===== config.mk =====
export PLATFORM = sky130hd
export DESIGN_NAME = differential_thrust_mixer_core
export DESIGN_NICKNAME = d
export VERILOG_FILES = /design/src/design/dtm_pkg.sv /design/src/design/dtm_div.sv /design/src/design/dtm_regs.sv /design/src/design/differential_thrust_mixer_core.sv
export SDC_FILE = /design/constraint.sdc
export NUM_CORES = 1
export LEC_CHECK = 0
export BUFFER_PORTS_ARGS = -buffer_cell sky130_fd_sc_hd__buf_2
export CAP_MARGIN = 25
export CORE_MARGIN = 2
export CORE_UTILIZATION = 45
export CTS_CLUSTER_SIZE = 14
export DETAILED_ROUTE_END_ITERATION = 7
export GPL_TIMING_DRIVEN = 0
export PLACE_DENSITY = 0.68
export SLEW_MARGIN = 5
export SYNTH_ARGS = -nofsm -noshare
export SYNTH_HDL_FRONTEND = slang
export SYNTH_SLANG_ARGS = --single-unit

===== constraint.sdc =====
create_clock -name clk -period 8.15 [get_ports clk]
set_clock_uncertainty 0.2 [all_clocks]
set_input_delay 0.4075 -clock clk [delete_from_list [all_inputs] [get_ports clk]]
set_output_delay 0.4075 -clock clk [all_outputs]
set_load 0.01 [all_outputs]

===== src/design/dtm_pkg.sv =====
// shared types, constants and codes for the differential thrust mixer
`timescale 1ns / 1ps

package dtm_pkg;

	// field widths
	localparam int ARG_W    = 12;
	localparam int PULSE_W  = 11;
	localparam int PCT_W    = 8;
	localparam int MOD_W    = 9;
	localparam int THRUST_W = 8;
	localparam int MODE_W   = 4;

	// apb port
	localparam int APB_AW = 4;
	localparam int APB_DW = 32;

	// divider: 16-bit dividend, modifier-sized divisor
	localparam int DIV_W     = 16;
	localparam int DIV_CNT_W = $clog2(DIV_W);

	// signed width of the mixing arithmetic
	localparam int MIX_W = 18;

	// pulse and range limits
	localparam int PULSE_MIN  = 1000;
	localparam int PULSE_MAX  = 2000;
	localparam int PULSE_MID  = 1500;
	localparam int PCT_LIM    = 100;
	localparam int LIFT_LIM   = 400;
	localparam int POWER_SPAN = 500;

	// divide by five as multiply and shift, exact for magnitudes up to 1047
	localparam int THRUST_RECIP = 1639;
	localparam int THRUST_SHIFT = 13;

	// register reset values
	localparam int FWD_MOD_RST  = 100;
	localparam int REV_MOD_RST  = 100;
	localparam int MIDPOINT_RST = 1500;

	typedef enum logic [MODE_W-1:0] {
		MODE_GO   = 4'd0,
		MODE_PORT = 4'd1,
		MODE_VERT = 4'd2,
		MODE_STBD = 4'd3,
		MODE_THRO = 4'd4,
		MODE_YAW  = 4'd5,
		MODE_LIFT = 4'd6,
		MODE_STOP = 4'd7,
		MODE_TICK = 4'd8
	} mode_t;

	typedef enum logic [1:0] {
		REG_FWD_MOD  = 2'd0,
		REG_REV_MOD  = 2'd1,
		REG_MIDPOINT = 2'd2
	} reg_idx_t;

	typedef enum logic [2:0] {
		ST_IDLE,
		ST_APPLY,
		ST_MIX_GO,
		ST_MIX_WAIT,
		ST_MIX_FIN,
		ST_THR_MUL,
		ST_THR_FIN,
		ST_DONE
	} state_t;

	typedef struct packed {
		logic [MOD_W-1:0]   fwd_mod;
		logic [MOD_W-1:0]   rev_mod;
		logic [PULSE_W-1:0] midpoint;
	} cfg_t;

	typedef struct packed {
		logic             start;
		logic [DIV_W-1:0] dividend;
		logic [MOD_W-1:0] divisor;
	} div_req_t;

	typedef struct packed {
		logic             done;
		logic [DIV_W-1:0] quotient;
		logic [MOD_W-1:0] remainder;
	} div_rsp_t;

endpackage


===== src/design/dtm_div.sv =====
// restoring divider, one quotient bit per cycle, used for the power scaling
`timescale 1ns / 1ps

module dtm_div
	import dtm_pkg::*;
(
	input  logic     clk,
	input  logic     arst_n,
	input  div_req_t req,
	output div_rsp_t rsp
);

	logic                 busy_q;
	logic                 done_q;
	logic [DIV_CNT_W-1:0] cnt_q;
	logic [DIV_W-1:0]     quo_q;
	logic [MOD_W-1:0]     rem_q;
	logic [MOD_W-1:0]     den_q;

	logic [MOD_W:0]       trial;
	logic                 ge;
	logic [MOD_W:0]       diff;

	// one trial subtract per cycle
	always_comb begin
		trial = {rem_q, quo_q[DIV_W-1]};
		ge    = trial >= {1'b0, den_q};
		diff  = trial - {1'b0, den_q};
	end

	// control
	always_ff @(posedge clk or negedge arst_n) begin
		if (!arst_n) begin
			busy_q <= 1'b0;
			done_q <= 1'b0;
			cnt_q  <= '0;
		end else begin
			done_q <= 1'b0;
			if (req.start) begin
				busy_q <= 1'b1;
				cnt_q  <= DIV_CNT_W'(DIV_W - 1);
			end else if (busy_q) begin
				if (cnt_q == '0) begin
					busy_q <= 1'b0;
					done_q <= 1'b1;
				end
				cnt_q <= cnt_q - 1'b1;
			end
		end
	end

	// quotient and remainder
	always_ff @(posedge clk) begin
		if (req.start) begin
			quo_q <= req.dividend;
			rem_q <= '0;
			den_q <= req.divisor;
		end else if (busy_q) begin
			quo_q <= {quo_q[DIV_W-2:0], ge};
			rem_q <= ge ? diff[MOD_W-1:0] : trial[MOD_W-1:0];
		end
	end

	assign rsp.done      = done_q;
	assign rsp.quotient  = quo_q;
	assign rsp.remainder = rem_q;

endmodule


===== src/design/dtm_regs.sv =====
// apb configuration registers: modifiers and stop midpoint
`timescale 1ns / 1ps

module dtm_regs
	import dtm_pkg::*;
(
	input  logic              clk,
	input  logic              arst_n,
	input  logic              psel,
	input  logic              penable,
	input  logic              pwrite,
	input  logic [APB_AW-1:0] paddr,
	input  logic [APB_DW-1:0] pwdata,
	output logic [APB_DW-1:0] prdata,
	output logic              pready,
	output cfg_t              cfg
);

	logic [MOD_W-1:0]   fwd_mod_q;
	logic [MOD_W-1:0]   rev_mod_q;
	logic [PULSE_W-1:0] midpoint_q;
	logic               wr_en;
	logic [1:0]         idx;

	assign pready = 1'b1;
	assign wr_en  = psel && penable && pwrite;
	assign idx    = paddr[3:2];

	// register writes
	always_ff @(posedge clk or negedge arst_n) begin
		if (!arst_n) begin
			fwd_mod_q  <= MOD_W'(FWD_MOD_RST);
			rev_mod_q  <= MOD_W'(REV_MOD_RST);
			midpoint_q <= PULSE_W'(MIDPOINT_RST);
		end else if (wr_en) begin
			unique case (idx)
				REG_FWD_MOD:  fwd_mod_q  <= pwdata[MOD_W-1:0];
				REG_REV_MOD:  rev_mod_q  <= pwdata[MOD_W-1:0];
				REG_MIDPOINT: midpoint_q <= pwdata[PULSE_W-1:0];
				default: begin
				end
			endcase
		end
	end

	// read mux
	always_comb begin
		unique case (idx)
			REG_FWD_MOD:  prdata = APB_DW'(fwd_mod_q);
			REG_REV_MOD:  prdata = APB_DW'(rev_mod_q);
			REG_MIDPOINT: prdata = APB_DW'(midpoint_q);
			default:      prdata = '0;
		endcase
	end

	assign cfg.fwd_mod  = fwd_mod_q;
	assign cfg.rev_mod  = rev_mod_q;
	assign cfg.midpoint = midpoint_q;

endmodule


===== src/design/differential_thrust_mixer_core.sv =====
// top level: command decode, mixing sequencer and result register
//
// channel | handshake             | payload
// --------+-----------------------+---------------------------------------------
// in      | in_valid / in_ready   | mode, arg_first, arg_second, arg_third
// out     | out_valid / out_ready | port_out, vertical_out, starboard_out,
//         |                       | outputs_changed, forward_thrust_pct, accepted
// cfg     | apb psel/penable      | paddr, pwdata, prdata
//
// throttle and yaw items take longer from acceptance to the next acceptance than all
// other items; the divider for the power scaling sets the longer path, the thrust
// percentage takes a multiply state and a clamp state. in_ready is high only while the
// sequencer is idle. a finished result waits in the output register; the next item is
// taken meanwhile, and its result waits in the last state until the register frees.
// reset puts the target and applied pulses at 1500, throttle and yaw at zero,
// registers at defaults.
`timescale 1ns / 1ps

module differential_thrust_mixer_core
	import dtm_pkg::*;
(
	input  logic                       clk,
	input  logic                       arst_n,
	// command items
	input  logic                       in_valid,
	output logic                       in_ready,
	input  logic [MODE_W-1:0]          mode,
	input  logic signed [ARG_W-1:0]    arg_first,
	input  logic signed [ARG_W-1:0]    arg_second,
	input  logic signed [ARG_W-1:0]    arg_third,
	// result items
	output logic                       out_valid,
	input  logic                       out_ready,
	output logic [PULSE_W-1:0]         port_out,
	output logic [PULSE_W-1:0]         vertical_out,
	output logic [PULSE_W-1:0]         starboard_out,
	output logic                       outputs_changed,
	output logic signed [THRUST_W-1:0] forward_thrust_pct,
	output logic                       accepted,
	// configuration
	input  logic                       psel,
	input  logic                       penable,
	input  logic                       pwrite,
	input  logic [APB_AW-1:0]          paddr,
	input  logic [APB_DW-1:0]          pwdata,
	output logic [APB_DW-1:0]          prdata,
	output logic                       pready
);

	localparam logic signed [MIX_W-1:0] MIX_MID = MIX_W'(PULSE_MID);
	localparam logic signed [MIX_W-1:0] MIX_MAX = MIX_W'(PULSE_MAX);
	localparam logic signed [MIX_W-1:0] MIX_MIN = MIX_W'(PULSE_MIN);
	localparam logic signed [12:0]      THR_ZERO = 13'(PULSE_MIN);
	localparam logic signed [10:0]      THR_LIM  = 11'(PCT_LIM);

	cfg_t     cfg;
	div_req_t div_req;
	div_rsp_t div_rsp;
	state_t   state_q, state_d;

	// captured item
	logic [MODE_W-1:0]        mode_q;
	logic signed [ARG_W-1:0]  a_q, b_q, c_q;

	// mixer state
	logic [PULSE_W-1:0]       port_t_q, vert_t_q, stbd_t_q;
	logic [PULSE_W-1:0]       port_a_q, vert_a_q, stbd_a_q;
	logic signed [PCT_W-1:0]  thr_q, yaw_q;
	logic signed [MIX_W-1:0]  power_q;
	logic signed [THRUST_W-1:0] thrust_q;
	logic                     acc_q, chg_q;

	// result register
	logic                     out_valid_q;
	logic [PULSE_W-1:0]       port_o_q, vert_o_q, stbd_o_q;
	logic                     chg_o_q, acc_o_q;
	logic signed [THRUST_W-1:0] thrust_o_q;

	logic                     in_take, out_load;

	// range checks on the captured arguments
	logic a_pulse, b_pulse, c_pulse, a_pct, a_lift;
	always_comb begin
		a_pulse = int'(a_q) >= PULSE_MIN && int'(a_q) <= PULSE_MAX;
		b_pulse = int'(b_q) >= PULSE_MIN && int'(b_q) <= PULSE_MAX;
		c_pulse = int'(c_q) >= PULSE_MIN && int'(c_q) <= PULSE_MAX;
		a_pct   = int'(a_q) >= -PCT_LIM && int'(a_q) <= PCT_LIM;
		a_lift  = int'(a_q) >= -LIFT_LIM && int'(a_q) <= LIFT_LIM;
	end

	// power scaling operands
	logic [6:0]       thr_abs;
	logic [DIV_W-1:0] pow_num;
	logic [MOD_W-1:0] pow_mod_raw, pow_mod;
	always_comb begin
		thr_abs     = thr_q[PCT_W-1] ? 7'(-thr_q) : thr_q[6:0];
		pow_num     = DIV_W'(thr_abs) * DIV_W'(POWER_SPAN);
		pow_mod_raw = thr_q[PCT_W-1] ? cfg.rev_mod : cfg.fwd_mod;
		pow_mod     = (pow_mod_raw == '0) ? MOD_W'(1) : pow_mod_raw;
	end

	// power from the quotient, floor for negative throttle
	logic signed [MIX_W-1:0] quo_s, power_d;
	always_comb begin
		quo_s   = $signed({2'b00, div_rsp.quotient});
		power_d = thr_q[PCT_W-1]
			? MIX_MID - quo_s - MIX_W'(div_rsp.remainder != '0)
			: MIX_MID + quo_s;
	end

	// turn and offset
	logic [6:0]              yaw_abs;
	logic [8:0]              aturn;
	logic signed [MIX_W-1:0] aturn_s, turn_s, ov, off, port_m, stbd_m;
	always_comb begin
		yaw_abs = yaw_q[PCT_W-1] ? 7'(-yaw_q) : yaw_q[6:0];
		aturn   = 9'((10'(yaw_abs) * 10'd5) >> 1);
		aturn_s = $signed({9'd0, aturn});
		turn_s  = yaw_q[PCT_W-1] ? -aturn_s : aturn_s;
		if (thr_q[PCT_W-1]) begin
			ov = MIX_MIN - power_q + aturn_s;
		end else begin
			ov = aturn_s + power_q - MIX_MAX;
		end
		off = ov[MIX_W-1] ? '0 : ov;
		if (thr_q[PCT_W-1]) begin
			port_m = power_q + turn_s + off;
			stbd_m = power_q - turn_s + off;
		end else begin
			port_m = power_q + turn_s - off;
			stbd_m = power_q - turn_s - off;
		end
	end

	// thrust from the applied pulses, divide by five as a reciprocal multiply
	logic [PULSE_W:0]        pulse_sum;
	logic signed [12:0]      mean_d;
	logic                    mean_neg;
	logic [PULSE_W-1:0]      mean_abs;
	logic [21:0]             thr_prod;
	logic [8:0]              tmag_q;
	logic                    mean_neg_q;
	logic signed [10:0]      tq, traw;
	logic signed [THRUST_W-1:0] thrust_d;
	always_comb begin
		pulse_sum = {1'b0, port_a_q} + {1'b0, stbd_a_q};
		mean_d    = $signed({2'b00, pulse_sum[PULSE_W:1]}) - THR_ZERO;
		mean_neg  = mean_d[12];
		mean_abs  = mean_neg ? 11'(-mean_d) : mean_d[10:0];
		thr_prod  = 22'(mean_abs) * 22'(THRUST_RECIP);
		tq        = $signed({2'b00, tmag_q});
		traw      = (mean_neg_q ? -tq : tq) - THR_LIM;
		if (traw > THR_LIM) begin
			thrust_d = THRUST_W'(PCT_LIM);
		end else if (traw < -THR_LIM) begin
			thrust_d = THRUST_W'(-PCT_LIM);
		end else begin
			thrust_d = traw[THRUST_W-1:0];
		end
	end

	// sequencer state register
	always_ff @(posedge clk or negedge arst_n) begin
		if (!arst_n) begin
			state_q <= ST_IDLE;
		end else begin
			state_q <= state_d;
		end
	end

	// next state and divider launches
	always_comb begin
		state_d          = state_q;
		in_ready         = 1'b0;
		out_load         = 1'b0;
		div_req.start    = 1'b0;
		div_req.dividend = pow_num;
		div_req.divisor  = pow_mod;
		unique case (state_q)
			ST_IDLE: begin
				in_ready = 1'b1;
				if (in_valid) begin
					state_d = ST_APPLY;
				end
			end
			ST_APPLY: begin
				if (mode_q == MODE_THRO || mode_q == MODE_YAW) begin
					state_d = ST_MIX_GO;
				end else begin
					state_d = ST_THR_MUL;
				end
			end
			ST_MIX_GO: begin
				div_req.start = 1'b1;
				state_d       = ST_MIX_WAIT;
			end
			ST_MIX_WAIT: begin
				if (div_rsp.done) begin
					state_d = ST_MIX_FIN;
				end
			end
			ST_MIX_FIN: begin
				state_d = ST_THR_MUL;
			end
			ST_THR_MUL: begin
				state_d = ST_THR_FIN;
			end
			ST_THR_FIN: begin
				state_d = ST_DONE;
			end
			ST_DONE: begin
				if (!out_valid_q || out_ready) begin
					out_load = 1'b1;
					state_d  = ST_IDLE;
				end
			end
			default: begin
				state_d = ST_IDLE;
			end
		endcase
	end

	assign in_take = in_ready && in_valid;

	// item capture
	always_ff @(posedge clk) begin
		if (in_take) begin
			mode_q <= mode;
			a_q    <= arg_first;
			b_q    <= arg_second;
			c_q    <= arg_third;
		end
	end

	// command execution and mixing state
	always_ff @(posedge clk or negedge arst_n) begin
		if (!arst_n) begin
			port_t_q <= PULSE_W'(PULSE_MID);
			vert_t_q <= PULSE_W'(PULSE_MID);
			stbd_t_q <= PULSE_W'(PULSE_MID);
			port_a_q <= PULSE_W'(PULSE_MID);
			vert_a_q <= PULSE_W'(PULSE_MID);
			stbd_a_q <= PULSE_W'(PULSE_MID);
			thr_q    <= '0;
			yaw_q    <= '0;
			acc_q    <= 1'b0;
			chg_q    <= 1'b0;
		end else if (state_q == ST_APPLY) begin
			acc_q <= 1'b0;
			chg_q <= 1'b0;
			unique case (mode_q)
				MODE_GO: begin
					if (a_pulse && b_pulse && c_pulse) begin
						port_t_q <= a_q[PULSE_W-1:0];
						vert_t_q <= b_q[PULSE_W-1:0];
						stbd_t_q <= c_q[PULSE_W-1:0];
						acc_q    <= 1'b1;
					end
				end
				MODE_PORT: begin
					if (a_pulse) begin
						port_t_q <= a_q[PULSE_W-1:0];
						acc_q    <= 1'b1;
					end
				end
				MODE_VERT: begin
					if (a_pulse) begin
						vert_t_q <= a_q[PULSE_W-1:0];
						acc_q    <= 1'b1;
					end
				end
				MODE_STBD: begin
					if (a_pulse) begin
						stbd_t_q <= a_q[PULSE_W-1:0];
						acc_q    <= 1'b1;
					end
				end
				MODE_THRO: begin
					if (a_pct) begin
						thr_q <= a_q[PCT_W-1:0];
						acc_q <= 1'b1;
					end
				end
				MODE_YAW: begin
					if (a_pct) begin
						yaw_q <= a_q[PCT_W-1:0];
						acc_q <= 1'b1;
					end
				end
				MODE_LIFT: begin
					if (a_lift) begin
						vert_t_q <= PULSE_W'(ARG_W'(PULSE_MID) + a_q);
						acc_q    <= 1'b1;
					end
				end
				MODE_STOP: begin
					port_t_q <= cfg.midpoint;
					vert_t_q <= cfg.midpoint;
					stbd_t_q <= cfg.midpoint;
					acc_q    <= 1'b1;
				end
				MODE_TICK: begin
					acc_q <= 1'b1;
					if (port_t_q != port_a_q || vert_t_q != vert_a_q
						|| stbd_t_q != stbd_a_q) begin
						port_a_q <= port_t_q;
						vert_a_q <= vert_t_q;
						stbd_a_q <= stbd_t_q;
						chg_q    <= 1'b1;
					end
				end
				default: begin
				end
			endcase
		end else if (state_q == ST_MIX_FIN) begin
			port_t_q <= port_m[PULSE_W-1:0];
			stbd_t_q <= stbd_m[PULSE_W-1:0];
		end
	end

	// power from the divider, thrust over the multiply and clamp states
	always_ff @(posedge clk) begin
		if (state_q == ST_MIX_WAIT && div_rsp.done) begin
			power_q <= power_d;
		end
		if (state_q == ST_THR_MUL) begin
			tmag_q     <= thr_prod[THRUST_SHIFT +: 9];
			mean_neg_q <= mean_neg;
		end
		if (state_q == ST_THR_FIN) begin
			thrust_q <= thrust_d;
		end
	end

	// output register valid
	always_ff @(posedge clk or negedge arst_n) begin
		if (!arst_n) begin
			out_valid_q <= 1'b0;
		end else if (out_load) begin
			out_valid_q <= 1'b1;
		end else if (out_ready) begin
			out_valid_q <= 1'b0;
		end
	end

	// output register payload
	always_ff @(posedge clk) begin
		if (out_load) begin
			port_o_q   <= port_a_q;
			vert_o_q   <= vert_a_q;
			stbd_o_q   <= stbd_a_q;
			chg_o_q    <= chg_q;
			acc_o_q    <= acc_q;
			thrust_o_q <= thrust_q;
		end
	end

	assign out_valid          = out_valid_q;
	assign port_out           = port_o_q;
	assign vertical_out       = vert_o_q;
	assign starboard_out      = stbd_o_q;
	assign outputs_changed    = chg_o_q;
	assign accepted           = acc_o_q;
	assign forward_thrust_pct = thrust_o_q;

	dtm_regs u_regs (
		.clk     (clk),
		.arst_n  (arst_n),
		.psel    (psel),
		.penable (penable),
		.pwrite  (pwrite),
		.paddr   (paddr),
		.pwdata  (pwdata),
		.prdata  (prdata),
		.pready  (pready),
		.cfg     (cfg)
	);

	dtm_div u_div (
		.clk    (clk),
		.arst_n (arst_n),
		.req    (div_req),
		.rsp    (div_rsp)
	);

endmodule


==> flow_summary.toml <==
[placed_design]
place_ws_ps = -756
dp_hpwl_um = 43300
portBuffers = 115
place_congestion = 0.935
placedCellCount = 2995

[clock_network]
clk_pin_slew_ps = 60
cts-root-buf = "clkbuf_16"
cts_htree_levels = 1
insertion_delay_ps = 600
cts_max_path_buffers = 3
cts_buffers = 31
cts.sinks = 276
cts_tree = "built"

[logic_synthesis]
ys_ff_latch = 276
yosysWarnings = 0
synthesis.area_um2 = 21900
avgSynthCellArea_um2 = 9.77
ys_seq_area_share_pct = 34.8
synth_edf_count = 142
synth_cells = 2242
ys.flop_type = "edfxtp_1"
ys_types = 95
ys_top_cells_by_area = "edfxtp_1 19%, ha_1 13%, dfrtp_1 7.8%, dfstp_2 6.6%, fa_1 5.6%"
synth_top_area_share_pct = 19.5
ys_async_sr_fraction_pct = 44.6
yosysTopAreaCell = "edfxtp_1"

[setup_path]
crit_path_frequent_cell = "ha_1"
worstPathRequired_ps = 8460
worstSetupPathType = "reg2reg"
cp-end-kind = "flop"
arrival_ps = 8140
rrSetupSlack_ps = 320
max_stage_delay_ps = 540
reg2reg_depth = 32
r2r-start = "yaw_q[1]"
critPathTopFamily = "adder cells"
worst-path-buf-inv = 3
r2r-end = "port_t_q[10]"
cp-start-kind = "flop"
crit_slowest_cell = "or4_4"
cp_max_fo = 8

[timing]
postLayoutSetupSlackWorst_ps = 317
fmax_mhz = 128
finalCritPeriodShare_pct = 96.1
holdWs_ps = 32.7
slew-limit-headroom_pct = 37.4
period_minus_slack_ps = 7830
hold_viol_final = 0
worstMarginPinSlew_ps = 937
slew_violations = 0
setup_viol = 0

[drt]
wl_per_cell_um = 17.8
ant_nets = 0
drt_first_pass_iters = 6
num_vias = 17100
wl_um = 55600
drtIter0Drc = 1097
via_per_inst = 5.48
route.detailed.drc = 0

[grt]
grt_pass1_wl_um = 90300
grt_max_degree = 69
grt_overflow = 0
grtUsageTotal_pct = 22.1
antenna_found_initial = 1
grt_pass1_vias = 17400

[hold_path]
whs_endpoint = "out_valid"
hold_start = "out_ready"
min_path_type = "in2reg"
hold_depth = 3

[outcome]
status = "completed"

[die]
die_x_um = 225
die_y_um = 225
core_area_um2 = 47900
die-area_um2 = 50500
ioPinCount = 161
start_util_pct = 45.7
num_rows = 80

[cells_and_area]
area_growth_pct = 16.6
fin_cells = 3132
final_common_cell = "inv_1"
layout-drive-gt1-share_pct = 18.4
layout_common_cells = "239 x inv_1, 219 x ha_1, 145 x nand2_1"
nNetsFinal = 2858

[job]
maxCapViolations = 0
## flip-flops by register name, indices dropped and copies added (netlist names), 11 cells and up
name               flops
power_q               18
u_div.quo_q           16
a_q                   12
b_q                   12
c_q                   12
port_a_q              11
port_out              11
port_t_q              11
starboard_out         11
stbd_a_q              11
stbd_t_q              11
u_regs.midpoint_q     11
vert_a_q              11
vert_t_q              11
vertical_out          11
## synthesized netlist by cell type (5+ instances only)
master,n
a211oi_1,19
a21o_1,27
a21oi_1,149
a31oi_1,16
and2_1,17
and3_1,14
buf_1,11
buf_4,22
clkbuf_1,63
dfrtp_1,68
dfstp_2,55
dfxtp_1,11
edfxtp_1,142
fa_1,61
ha_1,223
inv_1,240
mux2_2,93
mux2i_1,33
nand2_1,150
nand2b_1,31
nand3_1,58
nand3b_1,5
nand4_1,14
nor2_1,132
nor2b_1,18
nor3_1,29
nor3b_1,13
nor4_1,18
o2111ai_1,6
o211ai_1,12
o21a_1,12
o21ai_0,102
o21ai_1,10
o21bai_1,18
o221ai_1,5
o22ai_1,8
o31ai_1,18
or2_2,7
or3_1,13
or4_1,5
xnor2_1,126
xor2_1,69
## worst max path at each step
stage | start | end | slack (ps) | cells after the start
4_1_cts | yaw_q[0] | port_t_q[10] | 30 | 33
3_3_place_gp | yaw_q[7] | port_t_q[10] | -510 | 30
2_1_floorplan | yaw_q[7] | port_t_q[10] | 630 | 30
6_report | yaw_q[1] | port_t_q[10] | 320 | 32
3_5_place_dp | yaw_q[7] | port_t_q[10] | -760 | 30
5_1_grt | stbd_a_q[2] | tmag_q[8] | -80 | 33
## worst register-to-register path, delay by kind of cell, from the launching register on
kind | cells | cell delay, ps
AOI/OAI and AO/OA | 11 | 1710
xor gates and xnor gates | 2 | 320
adders and majority gates | 9 | 2720
buffers and inverters | 3 | 420
DFF | 1 | 400
and+or+nand+nor | 7 | 1970
## per-stage QoR
step	util [%]	setup TNS, ps	cell area (µm²)
2_1_floorplan	-	0	22000
6_report	53.3	0	25500
3_3_place_gp	48.7	-4120	23300
3_5_place_dp	48.8	-7880	23400
4_1_cts	52.4	0	25100
5_1_grt	53.3	-240	25500
## final cells by class
class                           count  area (µm²)
Antenna cell                        1        2.50
Fill cell                        4185       22400
Inverter                          241         905
Buffer                             98         467
Sequential cell                   276        7640
Timing Repair Buffer              198        1380
Clock inverter                     19         229
Clock buffer                       39         836
Tap cell                          615         769
Multi-Input combinational cell   1645       13300
## what timing repair did
| item | 4_1_cts | 5_1_grt |
|---|---|---|
| hold buffers | 53 | 0 |
| endpoints found under the setup margin | 20 | 24 |
| buffers inserted | 2 | 20 |
| gates resized for setup | 20 | 60 |
| pin swaps | 4 | 20 |
| endpoints found under the hold margin | 125 | 0 |
## layer usage
| metal | GRT usage, % | routed length [µm] | share of wire (%) |
|---|---|---|---|
| met1 | 29.5 | 24600 | 44 |
| met2 | 38.0 | 26900 | 48 |
| met3 | 2.56 | 2530 | 4.5 |
| met4 | 6.34 | 1590 | 2.9 |
| met5 | 0 | 0 | 0 |
## kinds of logic after synthesis
| kind of cell | count (synthesis) | synth area share [%] |
|---|---|---|
| compound gates | 462 | 13.4 |
| fa+ha+maj | 289 | 18.5 |
| buf+inv | 341 | 6.27 |
| other cells | 2 | 0.0343 |
| xor+xnor | 200 | 8.31 |
| mux | 126 | 6.29 |
| simple gates | 546 | 12.3 |
| flops | 276 | 34.8 |
Power is left out: the tool's default activity adds up to more than one toggle a clock period on the data nets, which glitch-free logic cannot reach.
